[src/rtl/lcdrf_pkg.sv]
// Shared types and constants for the LCD controller register file.
// Holds the address map, the access target codes and the queue entry type.
// No dependencies.
`timescale 1ns / 1ps

package lcdrf_pkg;

  // Memory sizes and index widths.
  localparam int VIDEO_DEPTH  = 8192;
  localparam int SPRITE_DEPTH = 160;
  localparam int VIDEO_AW     = $clog2(VIDEO_DEPTH);
  localparam int SPRITE_AW    = $clog2(SPRITE_DEPTH);

  // Request queue between the decoder and the execution side.
  localparam int QUEUE_DEPTH = 2;
  localparam int QPTR_W      = (QUEUE_DEPTH > 1) ? $clog2(QUEUE_DEPTH) : 1;
  localparam int QCNT_W      = $clog2(QUEUE_DEPTH + 1);

  // Address map.
  localparam logic [15:0] VIDEO_FIRST  = 16'h8000;
  localparam logic [15:0] VIDEO_LAST   = 16'h9FFF;
  localparam logic [15:0] VIDEO_MASK   = 16'h1FFF;
  localparam logic [15:0] SPRITE_FIRST = 16'hFE00;
  localparam logic [15:0] SPRITE_LAST  = 16'hFE9F;
  localparam logic [15:0] ADDR_LCDC    = 16'hFF40;
  localparam logic [15:0] ADDR_STAT    = 16'hFF41;
  localparam logic [15:0] ADDR_SCY     = 16'hFF42;
  localparam logic [15:0] ADDR_SCX     = 16'hFF43;
  localparam logic [15:0] ADDR_LY      = 16'hFF44;
  localparam logic [15:0] ADDR_LYC     = 16'hFF45;
  localparam logic [15:0] ADDR_DMA     = 16'hFF46;
  localparam logic [15:0] ADDR_BGP     = 16'hFF47;
  localparam logic [15:0] ADDR_OBP0    = 16'hFF48;
  localparam logic [15:0] ADDR_OBP1    = 16'hFF49;
  localparam logic [15:0] ADDR_WY      = 16'hFF4A;
  localparam logic [15:0] ADDR_WX      = 16'hFF4B;

  // Display timing thresholds and status mode codes.
  localparam logic [7:0] LINE_VBLANK = 8'd144;
  localparam logic [8:0] DOT_HBLANK  = 9'd320;
  localparam logic [1:0] MODE_HBLANK = 2'd0;
  localparam logic [1:0] MODE_VBLANK = 2'd1;
  localparam logic [1:0] MODE_DRAW   = 2'd3;

  // What a bus access reaches.
  typedef enum logic [3:0] {
    TGT_UNMAPPED,
    TGT_VIDEO,
    TGT_SPRITE,
    TGT_LCDC,
    TGT_STAT,
    TGT_SCY,
    TGT_SCX,
    TGT_LY,
    TGT_LYC,
    TGT_DMA,
    TGT_BGP,
    TGT_OBP0,
    TGT_OBP1,
    TGT_WY,
    TGT_WX
  } target_t;

  // Where the read byte of a finished request comes from.
  typedef enum logic [1:0] {
    SRC_REG,
    SRC_VIDEO,
    SRC_SPRITE
  } rd_src_t;

  // One decoded request as it waits in the queue.
  typedef struct packed {
    logic                 wr;
    target_t              target;
    logic [VIDEO_AW-1:0]  video_idx;
    logic [SPRITE_AW-1:0] sprite_idx;
    logic [7:0]           wdata;
    logic [7:0]           cur_line;
    logic [1:0]           mode;
  } req_t;

endpackage

[src/rtl/lcdrf_front.sv]
// Request decoder: takes bus accesses from the input stream and classifies them.
// Depends on lcdrf_pkg.
`timescale 1ns / 1ps

module lcdrf_front
  import lcdrf_pkg::*;
(
  input  logic        in_tvalid,
  output logic        in_tready,
  input  logic [47:0] in_tdata,
  input  logic        in_tuser,
  input  logic        q_full,
  output logic        q_push,
  output req_t        q_item
);

  logic [15:0] addr;
  logic [7:0]  cur_line;
  logic [8:0]  cur_dot;
  logic        video_hit;
  logic        sprite_hit;

  assign addr     = in_tdata[15:0];
  assign cur_line = in_tdata[31:24];
  assign cur_dot  = in_tdata[40:32];

  // Accept whenever the queue has room.
  assign in_tready = !q_full;
  assign q_push    = in_tvalid && !q_full;

  // Memory windows, including the check against the implemented depth.
  assign video_hit = (addr >= VIDEO_FIRST) && (addr <= VIDEO_LAST)
                     && (32'(addr & VIDEO_MASK) < VIDEO_DEPTH);
  assign sprite_hit = (addr >= SPRITE_FIRST) && (addr <= SPRITE_LAST)
                      && (32'(addr[7:0]) < SPRITE_DEPTH);

  // Classify the address and precompute the display mode for status reads.
  always_comb begin
    q_item            = '0;
    q_item.wr         = in_tuser;
    q_item.video_idx  = VIDEO_AW'(addr & VIDEO_MASK);
    q_item.sprite_idx = SPRITE_AW'(addr[7:0]);
    q_item.wdata      = in_tdata[23:16];
    q_item.cur_line   = cur_line;
    if (cur_line >= LINE_VBLANK) begin
      q_item.mode = MODE_VBLANK;
    end else if (cur_dot >= DOT_HBLANK) begin
      q_item.mode = MODE_HBLANK;
    end else begin
      q_item.mode = MODE_DRAW;
    end
    if (video_hit) begin
      q_item.target = TGT_VIDEO;
    end else if (sprite_hit) begin
      q_item.target = TGT_SPRITE;
    end else begin
      case (addr)
        ADDR_LCDC: q_item.target = TGT_LCDC;
        ADDR_STAT: q_item.target = TGT_STAT;
        ADDR_SCY:  q_item.target = TGT_SCY;
        ADDR_SCX:  q_item.target = TGT_SCX;
        ADDR_LY:   q_item.target = TGT_LY;
        ADDR_LYC:  q_item.target = TGT_LYC;
        ADDR_DMA:  q_item.target = TGT_DMA;
        ADDR_BGP:  q_item.target = TGT_BGP;
        ADDR_OBP0: q_item.target = TGT_OBP0;
        ADDR_OBP1: q_item.target = TGT_OBP1;
        ADDR_WY:   q_item.target = TGT_WY;
        ADDR_WX:   q_item.target = TGT_WX;
        default:   q_item.target = TGT_UNMAPPED;
      endcase
    end
  end

endmodule

[config.mk]
export PLATFORM = sky130hd
export DESIGN_NAME = lcdrf_front
export DESIGN_NICKNAME = d
export VERILOG_FILES = /design/src/rtl/lcdrf_pkg.sv /design/src/rtl/lcdrf_front.sv
export SDC_FILE = /design/constraint.sdc
export NUM_CORES = 1
export LEC_CHECK = 0
export BUFFER_PORTS_ARGS = -buffer_cell sky130_fd_sc_hd__buf_4
export CORE_MARGIN = 2
export CORE_UTILIZATION = 25
export DETAILED_ROUTE_END_ITERATION = 7
export GPL_TIMING_DRIVEN = 1
export PLACE_DENSITY = 0.84
export SYNTH_ARGS = -nofsm -noshare
export SYNTH_HDL_FRONTEND = slang
export SYNTH_SLANG_ARGS = --single-unit
export TNS_END_PERCENT = 50
[constraint.sdc]
create_clock -name vclk -period 1.1
set_input_delay 0.11 -clock vclk [all_inputs]
set_output_delay 0.11 -clock vclk [all_outputs]
set_load 0.01 [all_outputs]
==> impl_metrics.json <==
{
  "tightest_slew_ns": 0.257,
  "synth_area_leaders": "buf_4 63%, o21ai_0 3.3%, a211oi_2 2.7%",
  "clock_buffers": 0,
  "place_area_sq_um": 704,
  "vias": 503,
  "synth.distinct_cells": 20,
  "hold_viol": 0,
  "p_leak_nw": 0.387,
  "area_delta_synth_final_pct": 62.9,
  "drc_errors": 0,
  "routed_wirelength_mm": 1.33,
  "critPathLaunchType": "primary input",
  "final_cell_area_sq_um": 742,
  "run_status": "finished with violations",
  "port_buffers": 58,
  "fmax_ghz": 0.840,
  "maxCapViolations": 0,
  "setup_slack_ns": -0.0906,
  "ctsHoldBuffers": 0,
  "rsz0062_at_grt": "true",
  "place_hpwl_mm": 1.21,
  "antennaDiodeCount": 0,
  "cp_max_fo": 2,
  "ys_seq_area_share_pct": 0,
  "yosysMostFrequentCell": "buf_4",
  "die-area_sq_um": 2180,
  "groute.usage.overall_pct": 11.6,
  "grt_antenna_before_repair": 0,
  "slew_headroom_pct": 82.7,
  "worstPathRequired_ns": 0.99,
  "hold_class": "in2out",
  "die_height_microns": 46.7,
  "min_period_over_period_pct": 108,
  "avgSynthCellArea_sq_um": 7.23,
  "hold_depth": 0,
  "yosysTopAreaCellShare_pct": 62.6,
  "ant_nets": 0,
  "criticalPathCategory": "in2out",
  "synthTopCellsByCount": "38 x buf_4, 3 x nor2_1, 3 x o21ai_0",
  "drt-vias-per-instance": 4.26,
  "violations": "negative setup slack",
  "die_w_microns": 46.7,
  "regArea_sq_um": 0,
  "synth_top_cell_by_area": "buf_4",
  "fin_crit_ns": 1.19,
  "worstPathArrival_ns": 1.08,
  "syn-num-nets": 114,
  "drive_above_1_share_pct": 76.3,
  "final_cells": 118,
  "io_pins": 97,
  "initial_utilization_pct": 26.4,
  "slew_violations": 0,
  "grt_pass1_wl_mm": 1.88,
  "place_inst": 117,
  "synth_cells": 63,
  "vdd_drop_max_mv": 0.149,
  "num_rows": 15,
  "total_power_mw": 0.273,
  "drt_iter0_markers": 1,
  "setup_viol": 4,
  "core_area_sq_um": 1730,
  "drt_first_pass_iters": 2,
  "gp_congestion": 0.631,
  "yosysWarningCount": 0,
  "p_per_area_nw_per_um2": 368,
  "num-nets-final": 146,
  "wl_per_cell_microns": 11.3,
  "grt_pass1_vias": 491,
  "worstSetupEndpointType": "primary output",
  "synth_area_sq_um": 455,
  "seq_cell_count": 0,
  "grt_max_degree": 8,
  "globalRouteOverflowTotal": 0
}
## where the power goes
part / switching (mW) / leakage [nW] / internal [mW]
clock: 0 / 0 / 0
combinational: 0.107 / 0.387 / 0.166
sequential: 0 / 0 / 0
total: 0.107 / 0.387 / 0.166
## layer usage
metal  part of all wire [%]  GRT usage, %
met1                     29          11.3
met2                     58          25.0
met3                     11          1.18
met4                    1.8          2.22
met5                      0             0
## cell families (layout without fill, tap and decap cells)
logic type             Yosys count  count (layout)  synth area share [%]
XOR/XNOR                         1               1                  1.92
AO/OA/AOI/OAI                    9               9                  14.8
buffers and inverters           39              69                  63.5
multiplexers                     1               1                  2.20
AND/OR/NAND/NOR                 13              13                  17.6
## layout make-up
cell class / instances / area [sq um]
inverters: 1 / 3.75
fillers: 188 / 985
well taps: 25 / 31.3
repair buffers: 68 / 518
multi-input cells: 24 / 189
## metrics by stage
stage	TNS (ns)	worst slack (ns)	hold slack (ns)	util (%)
floorplan	0	0.0442	0.264	-
global placement	-0.679	-0.180	0.220	40.8
detailed placement	-0.616	-0.195	0.220	40.8
CTS	-0.475	-0.137	0.220	43.0
global route	-0.543	-0.139	0.220	43.0
finish	-0.306	-0.0906	0.220	43.0
## placed cells by master, fill, tap and decap left out
master	n
a22o_1	1
a211oi_2	1
nand3_1	1
nand4bb_4	1
o21a_1	1
inv_1	1
nor2b_1	1
nand4_1	1
o31ai_1	1
a2111o_1	1
and2_1	2
o21ai_0	3
buf_4	66
nor4b_1	1
xor2_1	1
nor2_1	3
a21oi_1	1
nand2b_1	2
nor4_2	1
mux2i_1	1
buf_6	2
## worst paths after layout
| kind | from | to | slack, ns |
|---|---|---|---|
| hold / removal | in_tdata[22] | q_item[16] | 0.22 |
| setup / recovery | in_tdata[1] | q_item[40] | -0.09 |
## repair_timing
item / CTS / global route
resized for setup: 4 / 0
setup buffers: 1 / 0
endpoints found under the setup margin: 4 / 4
pin swaps: 4 / 2
## worst max-delay path, stage by stage
cell	delay, ns
buf_4	0.12
xor2_1	0.16
a2111o_1	0.36
a211oi_2	0.19
buf_4	0.15
(Power assumes the default switching activity.)
