`src/rtl/lcdrf_pkg.sv`:
```
// Shared types and constants for the LCD controller register file.
// Holds the address map, the access target codes and the queue entry type.
// No dependencies.
`timescale 1ns / 1ps

package lcdrf_pkg;

  // Memory sizes and index widths.
  localparam int VIDEO_DEPTH  = 8192;
  localparam int SPRITE_DEPTH = 160;
  localparam int VIDEO_AW     = $clog2(VIDEO_DEPTH);
  localparam int SPRITE_AW    = $clog2(SPRITE_DEPTH);

  // Request queue between the decoder and the execution side.
  localparam int QUEUE_DEPTH = 2;
  localparam int QPTR_W      = (QUEUE_DEPTH > 1) ? $clog2(QUEUE_DEPTH) : 1;
  localparam int QCNT_W      = $clog2(QUEUE_DEPTH + 1);

  // Address map.
  localparam logic [15:0] VIDEO_FIRST  = 16'h8000;
  localparam logic [15:0] VIDEO_LAST   = 16'h9FFF;
  localparam logic [15:0] VIDEO_MASK   = 16'h1FFF;
  localparam logic [15:0] SPRITE_FIRST = 16'hFE00;
  localparam logic [15:0] SPRITE_LAST  = 16'hFE9F;
  localparam logic [15:0] ADDR_LCDC    = 16'hFF40;
  localparam logic [15:0] ADDR_STAT    = 16'hFF41;
  localparam logic [15:0] ADDR_SCY     = 16'hFF42;
  localparam logic [15:0] ADDR_SCX     = 16'hFF43;
  localparam logic [15:0] ADDR_LY      = 16'hFF44;
  localparam logic [15:0] ADDR_LYC     = 16'hFF45;
  localparam logic [15:0] ADDR_DMA     = 16'hFF46;
  localparam logic [15:0] ADDR_BGP     = 16'hFF47;
  localparam logic [15:0] ADDR_OBP0    = 16'hFF48;
  localparam logic [15:0] ADDR_OBP1    = 16'hFF49;
  localparam logic [15:0] ADDR_WY      = 16'hFF4A;
  localparam logic [15:0] ADDR_WX      = 16'hFF4B;

  // Display timing thresholds and status mode codes.
  localparam logic [7:0] LINE_VBLANK = 8'd144;
  localparam logic [8:0] DOT_HBLANK  = 9'd320;
  localparam logic [1:0] MODE_HBLANK = 2'd0;
  localparam logic [1:0] MODE_VBLANK = 2'd1;
  localparam logic [1:0] MODE_DRAW   = 2'd3;

  // What a bus access reaches.
  typedef enum logic [3:0] {
    TGT_UNMAPPED,
    TGT_VIDEO,
    TGT_SPRITE,
    TGT_LCDC,
    TGT_STAT,
    TGT_SCY,
    TGT_SCX,
    TGT_LY,
    TGT_LYC,
    TGT_DMA,
    TGT_BGP,
    TGT_OBP0,
    TGT_OBP1,
    TGT_WY,
    TGT_WX
  } target_t;

  // Where the read byte of a finished request comes from.
  typedef enum logic [1:0] {
    SRC_REG,
    SRC_VIDEO,
    SRC_SPRITE
  } rd_src_t;

  // One decoded request as it waits in the queue.
  typedef struct packed {
    logic                 wr;
    target_t              target;
    logic [VIDEO_AW-1:0]  video_idx;
    logic [SPRITE_AW-1:0] sprite_idx;
    logic [7:0]           wdata;
    logic [7:0]           cur_line;
    logic [1:0]           mode;
  } req_t;

endpackage

```
`src/rtl/lcdrf_queue.sv`:
```
// Short FIFO of decoded requests between the decoder and the execution side.
// Depends on lcdrf_pkg.
`timescale 1ns / 1ps

module lcdrf_queue
  import lcdrf_pkg::*;
(
  input  logic clk,
  input  logic rst_n,
  input  logic push,
  input  req_t push_item,
  output logic full,
  input  logic pop,
  output logic valid,
  output req_t head
);

  req_t              slot_r [QUEUE_DEPTH];
  logic [QPTR_W-1:0] wr_ptr_r, wr_ptr_nxt;
  logic [QPTR_W-1:0] rd_ptr_r, rd_ptr_nxt;
  logic [QCNT_W-1:0] count_r, count_nxt;

  assign full  = (count_r == QCNT_W'(QUEUE_DEPTH));
  assign valid = (count_r != '0);
  assign head  = slot_r[rd_ptr_r];

  // Pointer and fill count update.
  always_comb begin
    wr_ptr_nxt = wr_ptr_r;
    rd_ptr_nxt = rd_ptr_r;
    count_nxt  = count_r;
    if (push) begin
      wr_ptr_nxt = (wr_ptr_r == QPTR_W'(QUEUE_DEPTH - 1)) ? '0 : wr_ptr_r + 1'b1;
    end
    if (pop) begin
      rd_ptr_nxt = (rd_ptr_r == QPTR_W'(QUEUE_DEPTH - 1)) ? '0 : rd_ptr_r + 1'b1;
    end
    if (push && !pop) begin
      count_nxt = count_r + 1'b1;
    end else if (pop && !push) begin
      count_nxt = count_r - 1'b1;
    end
  end

  always_ff @(posedge clk) begin
    if (!rst_n) begin
      wr_ptr_r <= '0;
      rd_ptr_r <= '0;
      count_r  <= '0;
    end else begin
      wr_ptr_r <= wr_ptr_nxt;
      rd_ptr_r <= rd_ptr_nxt;
      count_r  <= count_nxt;
    end
  end

  // Entry storage needs no reset.
  always_ff @(posedge clk) begin
    if (push) begin
      slot_r[wr_ptr_r] <= push_item;
    end
  end

  // The fill count never passes the queue depth.
  a_count_bound: assert property (@(posedge clk) disable iff (!rst_n)
    count_r <= QCNT_W'(QUEUE_DEPTH))
    else $error("request queue count beyond depth");

endmodule

```
`config.mk`:
```
export PLATFORM = sky130hd
export DESIGN_NAME = lcdrf_queue
export DESIGN_NICKNAME = d
export VERILOG_FILES = /design/src/rtl/lcdrf_pkg.sv /design/src/rtl/lcdrf_queue.sv
export SDC_FILE = /design/constraint.sdc
export NUM_CORES = 1
export LEC_CHECK = 0
export BUFFER_PORTS_ARGS = -buffer_cell sky130_fd_sc_hd__buf_2
export CORE_UTILIZATION = 41
export CTS_CLUSTER_DIAMETER = 120
export DETAILED_ROUTE_END_ITERATION = 6
export PLACE_DENSITY = 0.72
export SYNTH_ARGS = -nofsm -noshare
export SYNTH_HDL_FRONTEND = slang
export SYNTH_SLANG_ARGS = --single-unit
```
`constraint.sdc`:
```
create_clock -name clk -period 6.9 [get_ports clk]
set_input_delay 0.69 -clock clk [delete_from_list [all_inputs] [get_ports clk]]
set_output_delay 0.69 -clock clk [all_outputs]
set_load 0.1 [all_outputs]
```
==> metrics.md, run 1 <==
| Metric | Value |
|---|---|
| Status | `finished clean` |
| Final Util | `0.5324` |
| Post-Synthesis Cells | `159` |
| Yosys warnings | `0` |
| Placed Instances | `350` |
| ANT cells | `0` |
| Tmin final | `2831 ps` |
| Critical Path Sink Type | `output pin` |
| Post-route ant nets | `0` |
| Critical Path RT | `6210 ps` |
| Latest clock arrival within the worst-skew pair | `340 ps` |
| Clk_skew | `13.68 ps` |
| Worst setup margin | `4069 ps` |
| Mean Syn Cell Area | `21.44 um2` |
| Final hold viol count | `0` |
| Count leader, synth | `edfxtp_1` |
| Final WL | `5.521 mm` |
| # clock sinks | `93` |
| Die Footprint | `0.008684 mm2` |
| PortBufs | `93` |
| I/O Pins | `94` |
| RSZ-0062 raised after global routing | `no` |
| Share of cells above drive strength 1 | `0.5932` |
| Number of hold buffers added after cts | `0` |
| Fin nets | `308` |
| Clk slew on worst S/H paths | `80 ps` |
| Setup total negative slack | `0 ps` |
| Die Span Y | `93.19 um` |
| Static Leak | `1.580 nW` |
| Via count | `1710` |
| Final worst-path cycle share | `0.4103` |
| # fillers | `668` |
| Routed vias/inst | `4.685` |
| Synth top area cells | `edfxtp_1 (78%), mux2_2 (15%), dfxtp_1 (2.9%)` |
| Post-CTS setup repair buffer count | `0` |
| Max-Slew Margin vs Limit | `0.2638` |
| Depth of the CTS H-tree | `3` |
| Initial antenna violation count | `0` |
| Area growth from synthesis to layout | `23.16%` |
| Std cell rows | `32` |
| Non-filler instance count after layout | `365` |
| Part of the Yosys area used for sequential elements | `0.8044` |
| CORE AREA | `0.007888 mm2` |
| #FFs+latches synth | `93` |
| Top FF cell, synth | `edfxtp_1` |
| Hold Path Class | `reg -> reg` |
| Gr busiest metal | `met2` |
| Wire length of the first global-routing pass | `8.493 mm` |
| Worst-path cell chain | `mux2_2 -> buf_2` |
| Vias in the first global route | `1801` |
| Routability Congestion | `0.6568` |
| Num CTS Buffers | `9` |
| Synth unique cells | `17` |
| Final Instance Area | `0.004199 mm2` |
| Post-route DRC | `0` |
| Post-cts sizing count | `0` |
| Pre-CTS setup slack | `4355 ps` |
| Die X | `93.19 um` |
| Biggest cell delay along the critical path | `1040 ps` |
| Slowest library cell on the worst path | `dfxtp_2` |
| Placed inst area | `0.003970 mm2` |
| Post-synth top area share | `0.7750` |
| DR iter-0 viols | `35` |
| Synth area leader | `edfxtp_1` |
| Most frequent cells after synthesis | `edfxtp_1 (88), mux2_2 (44), dfxtp_1 (5), and2_1 (4), buf_6 (4)` |
| Setup CP Type | `reg -> out` |
| Pin slew with the least headroom to its limit | `1104 ps` |
| Met3 GRT Util | `0.03333` |
| TritonRoute pass-1 iters | `4` |
| Longest Clk Path Bufs | `2` |
| Number of max-cap violations | `0` |
| Clock root cell | `clkbuf_8` |
| Maximum vdd drop | `0.0001835 V` |
| Critical Path Start Type | `flop` |
| Drt wl/cell | `15.13 um` |
| Total gr overflow | `0` |
| Largest net degree at the start of global routing | `45` |
| GRT Util Overall | `0.1326` |
| Ys async rst share | `0` |
| Met2 Use GR | `0.2335` |
| Mapped cell area | `0.003410 mm2` |
| CTS tree | `yes` |
| EDFF count, synth | `88` |
| Met1 Track Usage GR | `0.1526` |
| Final setup violation count | `0` |
| Top achievable clock speed | `353.2 MHz` |
| Dpl hpwl | `3.376 mm` |
| Critical path arrival | `2140 ps` |
| Synthesized net count | `208` |
| Worst Path Max Fanout | `44` |
| Pwr Density | `331.2 mW/mm2` |
| Starting density of the core | `0.4323` |
| Slew Limit Fails | `0` |
==> area by class of cell <==
cell class | count | area [um2] | area share
clock inverters | 4 | 97.59 | 0.02324
repair buffers | 94 | 473.0 | 0.1126
clock buffers | 11 | 131.4 | 0.03129
flip-flops and latches | 93 | 2744 | 0.6535
inverters | 1 | 3.754 | 0.0008939
well taps | 102 | 127.6 | 0.03039
multi-input cells | 60 | 621.8 | 0.1481
==> cells in the final DEF (no fill, tap or decap) <==
master	instances
bufinv_16	3
o21ai_0	1
nor2b_4	1
dfxtp_2	1
a21boi_1	1
and2_2	1
xor2_1	2
edfxtp_1	88
xnor2_1	1
clkbuf_8	9
and2b_2	1
dfxtp_1	4
and2_1	3
or2_2	1
buf_4	1
clkbuf_1	2
inv_1	1
clkinvlp_4	1
mux2_2	44
nor2b_1	1
o21a_1	1
buf_2	93
ha_1	1
or3_1	1
==> metrics by stage <==
stage,hold slack (ps),total power [mW]
after global routing,508.8,1.438
after global placement,479.4,0.9921
final,508.8,1.391
after floorplan,461.2,0.9466
after detailed placement,497.5,0.9958
after CTS,509.1,1.405
==> cell families (layout without fill, tap and decap cells) <==
logic type / after synthesis / count (layout) / share of synthesized area
XOR/XNOR: 3 / 3 / 0.007708
multiplexers: 44 / 44 / 0.1453
AO/OA/AOI/OAI: 3 / 3 / 0.005872
AND/OR/NAND/NOR: 9 / 9 / 0.01725
adder cells (fa/ha/maj): 1 / 1 / 0.003669
flip-flops: 93 / 93 / 0.8044
buffers and inverters: 6 / 110 / 0.01578
==> layer usage <==
metal	part of all wire	vias to the layer above
met2	0.52	60
met5	0	-
li1	-	812
met1	0.42	831
met4	0.011	0
met3	0.051	7
==> worst max-delay path: cells and delay by family, from the launching register on <==
kind / cells / cell delay (ps)
muxes: 1 / 340
DFF: 1 / 1040
buffers and inverters: 1 / 430
==> state kept, by name, summed over array words and instances (netlist names), named ones only <==
signal	count
rd_ptr_r	1
count_r	2
slot_r	88
wr_ptr_r	1
==> final timing paths <==
kind / from / end / slack, ps / cells past startpoint
min reg2reg: count_r[1] / count_r[1] / 510 / 2
max reg2reg: wr_ptr_r / slot_r[1][29] / 5200 / 1
min: count_r[1] / count_r[1] / 510 / 2
max: flop / head[28] / 4070 / 2
==> power by group <==
part,internal [mW],total [mW],switching (mW)
Combinational,0.0618,0.312,0.250
Sequential,0.650,0.668,0.0177
Clock,0.239,0.411,0.172
Total,0.952,1.39,0.439
Power figures use the tool's default switching activity.
==> run 2: changes to the inputs <==
--- a/config.mk
+++ b/config.mk
@@ -5,11 +5,12 @@
 export SDC_FILE = /design/constraint.sdc
 export NUM_CORES = 1
 export LEC_CHECK = 0
+export ABC_AREA = 1
 export BUFFER_PORTS_ARGS = -buffer_cell sky130_fd_sc_hd__buf_2
 export CORE_UTILIZATION = 41
 export CTS_CLUSTER_DIAMETER = 120
 export DETAILED_ROUTE_END_ITERATION = 6
-export PLACE_DENSITY = 0.72
+export PLACE_DENSITY = 0.74
 export SYNTH_ARGS = -nofsm -noshare
 export SYNTH_HDL_FRONTEND = slang
 export SYNTH_SLANG_ARGS = --single-unit
==> constraint.sdc (replaced) <==
create_clock -name clk -period 2.6 [get_ports clk]
set_input_delay 0.26 -clock clk [delete_from_list [all_inputs] [get_ports clk]]
set_output_delay 0.26 -clock clk [all_outputs]
set_load 0.1 [all_outputs]
==> run 2 against run 1 <==
Net effect: sequential power grew to 2.6 times the previous value; utilization is 1.4 points lower; wire length is 2.9% lower; first-iteration DRC count is 8.6% lower; die area is 5.7% higher; highest routed layer unchanged; clock skew is 7.9 ps lower; critical endpoint is now head[23]; global-route usage is 1.1 points lower; largest power group unchanged; combinational power grew to 2.6 times the previous value; register-to-register slack worse by 3900 ps.
==> metrics.md, run 2 <==
| Metric | Value |
|---|---|
| Power, Total | `3.436 mW (+150%)` |
| Slowest library cell on the worst path | `buf_4` |
| CORE AREA | `0.008382 mm2 (+6.3%)` |
| Top FF cell, synth | `edfxtp_1` |
| Synth top area cells | `edfxtp_1 (73%), mux2_4 (17%), dfxtp_1 (2.8%)` |
| WHS Endpoint | `slot_r[1][7]` |
| Part of the Yosys area used for sequential elements | `0.7603 (-0.04408)` |
| Pre-CTS setup slack | `813.1 ps (-3542 ps)` |
| Hold Path Class | `in -> reg` |
| # fillers | `708 (+6.0%)` |
| TritonRoute pass-1 iters | `4 (unchanged)` |
| Critical Path RT | `2340 ps (-3870 ps)` |
| Post-CTS setup repair buffer count | `0 (unchanged)` |
| Commonest non-fill, non-tap cell in the layout | `buf_2` |
| Multi-input gate area | `750.7 um2 (+21%)` |
| Via count | `1802 (+5.4%)` |
| Worst Path Max Fanout | `32 (-27%)` |
| Maximum vdd drop | `0.0003652 V (+99%)` |
| Final hold viol count | `0 (unchanged)` |
| Synthesized net count | `221 (+6.3%)` |
| Gr busiest metal | `met2` |
| Std cell rows | `33 (+3.1%)` |
| Max-Slew Margin vs Limit | `0.6068 (+0.3429)` |
| Pin slew with the least headroom to its limit | `589.9 ps (-514.4 ps)` |
| Biggest cell delay along the critical path | `470 ps (-570 ps)` |
| Fin nets | `324 (+5.2%)` |
| Sw Pwr | `1.093 mW (+150%)` |
| Pwr Density | `790.6 mW/mm2 (+140%)` |
| Comb power frac | `0.233 (+0.009)` |
| Worst setup margin | `475.1 ps (-3594 ps)` |
| Worst-path cell chain | `buf_4 -> mux2_2 -> buf_2` |
| Number of max-cap violations | `0 (unchanged)` |
| Biggest register | `slot_r` |
| Non-filler instance count after layout | `384 (+5.2%)` |
| Longest Clk Path Bufs | `2 (unchanged)` |
| Die X | `95.80 um (+2.8%)` |
| Area growth from synthesis to layout | `20.46%` |
| Slew Limit Fails | `0 (unchanged)` |
| Synth area leader | `edfxtp_1` |
| Routability Congestion | `0.6433 (-2.1%)` |
| Register area | `0.002744 mm2 (unchanged)` |
| Critical Path Start Type | `flop` |
| Met3 GRT Util | `0.05213 (+0.01880)` |
| Placed Instances | `369 (+5.4%)` |
| HP Start | `push_item[7]` |
| Mean Syn Cell Area | `20.97 um2 (-2.2%)` |
| CP Buf/Inv Count | `2 (+1)` |
| Clk pwr share | `0.258 (-0.037)` |
| Routed vias/inst | `4.693 (+0.17%)` |
| Static Leak | `1.756 nW (+11%)` |
| Commonest cells after routing, fill and taps aside | `buf_2 (93), edfxtp_1 (88), mux2_4 (40), nand2_1 (9), clkbuf_8 (9)` |
| Ys async rst share | `0 (unchanged)` |
| I/O Pins | `94 (unchanged)` |
| Wire length of the first global-routing pass | `7.838 mm (-7.7%)` |
| # clock sinks | `93 (unchanged)` |
| Starting density of the core | `0.4304 (-0.001902)` |
| R2r setup slk | `1280 ps (-3920 ps)` |
| Num CTS Buffers | `9 (unchanged)` |
| ANT cells | `0 (unchanged)` |
| Dpl hpwl | `3.464 mm (+2.6%)` |
| Post-route ant nets | `0 (unchanged)` |
| Initial antenna violation count | `0 (unchanged)` |
| EDFF count, synth | `88 (unchanged)` |
| Count leader, synth | `edfxtp_1` |
| Post-Synthesis Cells | `172 (+8.2%)` |
| Total gr overflow | `0 (unchanged)` |
| Tmin final | `2125 ps` |
| Latest clock arrival within the worst-skew pair | `350 ps (about the same)` |
| #FFs+latches synth | `93 (unchanged)` |
| Final setup violation count | `0 (unchanged)` |
| Post-route DRC | `0 (unchanged)` |
| CTS tree | `yes` |
| Status | `finished clean` |
| Share of power burned in registers | `0.509 (+0.028)` |
| DR iter-0 viols | `32 (-8.6%)` |
| RSZ-0062 raised after global routing | `no` |
| Setup total negative slack | `0 ps (unchanged)` |
| Hold Path Depth | `1 (-1)` |
| Net Sw Frac | `0.3180 (+0.002286)` |
| Max FFs per register | `88 (unchanged)` |
| Synth unique cells | `14 (-3)` |
| Mapped cell area | `0.003607 mm2 (+5.8%)` |
| Vias in the first global route | `1745 (-3.1%)` |
| Die Span Y | `95.80 um (+2.8%)` |
| Clk_skew | `5.755 ps (-7.921 ps)` |
| Setup CP Type | `reg -> out` |
| Largest registers | `slot_r (88), count_r (2)` |
| Final Util | `0.5184 (-0.01392)` |
| Critical path arrival | `1860 ps (-280 ps)` |
| Top achievable clock speed | `470.6 MHz` |
| Post-cts sizing count | `0 (unchanged)` |
| Yosys warnings | `0 (unchanged)` |
| Depth of the CTS H-tree | `3 (unchanged)` |
| Number of hold buffers added after cts | `0 (unchanged)` |
| Die Footprint | `0.009178 mm2 (+5.7%)` |
| PortBufs | `93 (unchanged)` |
| R2R depth | `2 (+1)` |
| Drt wl/cell | `13.96 um (-7.7%)` |
| Clock root cell | `clkbuf_8` |
| Clk slew on worst S/H paths | `80 ps (about the same)` |
| Internal Power | `2.343 mW (+150%)` |
| Met1 Track Usage GR | `0.1285 (-0.02415)` |
| Most frequent cells after synthesis | `edfxtp_1 (88), mux2_4 (40), nand2_1 (9), inv_1 (8), nor2_1 (8)` |
| Share of cells above drive strength 1 | `0.5627 (-0.03043)` |
| Hold WS | `90.30 ps (-418.4 ps)` |
| Met2 Use GR | `0.2089 (-0.02453)` |
| Final worst-path cycle share | `0.8173` |
| Top delay family on crit path | `buffers and inverters` |
| Final Instance Area | `0.004345 mm2 (+3.5%)` |
| Final WL | `5.362 mm (-2.9%)` |
| Largest net degree at the start of global routing | `45 (unchanged)` |
| GRT Util Overall | `0.1219 (-0.01071)` |
| Critical Path Sink Type | `output pin` |
| Reg-to-reg startpoint | `wr_ptr_r` |
| Placed inst area | `0.004164 mm2 (+4.9%)` |
| R2r endpoint | `slot_r[0][39]` |
| Post-synth top area share | `0.7326 (-0.04248)` |
run 2: cell count changes after synthesis, moves of 2 or more:
| cell | delta |
|---|---|
| mux2_4 | +40 |
| nand2_1 | +9 |
| nor2b_1 | -2 |
| and2_1 | -4 |
| buf_12 | +4 |
| buf_6 | -3 |
| inv_1 | +7 |
| nor2_1 | +8 |
| mux2_2 | -40 |
| xor2_1 | -2 |
run 2: power by group through the flow:
stage	combinational [mW]	clock [mW]	sequential, mW
5_1_grt	0.831	0.987	1.76
3_3_place_gp	0.800	0	1.78
3_5_place_dp	0.808	0	1.78
4_1_cts	0.809	0.926	1.75
6_report	0.800	0.887	1.75
2_1_floorplan	0.699	0	1.78
run 2: cells by family after synthesis:
group | after synthesis | synth area share
compound gates | 2 | 0.002772
fa+ha+maj | 1 | 0.003468
buf+inv | 13 | 0.03365
flops | 93 | 0.7603
mux | 44 | 0.1790
simple gates | 19 | 0.02081
run 2: area by class of cell:
type / instances / area share
inverter: 8 / 0.006910
multi-input combinational: 66 / 0.1728
tap: 105 / 0.03023
sequential: 93 / 0.6314
timing repair buffer: 97 / 0.1169
clock buffer: 11 / 0.03023
clock inverter: 4 / 0.01152
run 2: worst register-to-register path, delay by kind of cell, from the launching register on:
kind                   cells  cell delay (ps)
buffers and inverters      1              480
DFF                        1              350
and+or+nand+nor            1              100
run 2: worst max path at each step:
stage                     startpoint           end  cells after the start
final                           flop      head[23]                      3
after global placement          flop       head[4]                      3
after floorplan             wr_ptr_r  slot_r[0][0]                      1
after global routing            flop      head[23]                      3
after detailed placement        flop       head[4]                      3
after CTS                       flop       head[4]                      3
run 2: per-layer routing:
metal | vias to the layer above | wire, um | share of wire
met2 | 69 | 2793 | 0.52
met1 | 872 | 2155 | 0.40
met4 | 0 | 74 | 0.014
met3 | 6 | 338 | 0.063
li1 | 855 | - | -
met5 | - | 0 | 0
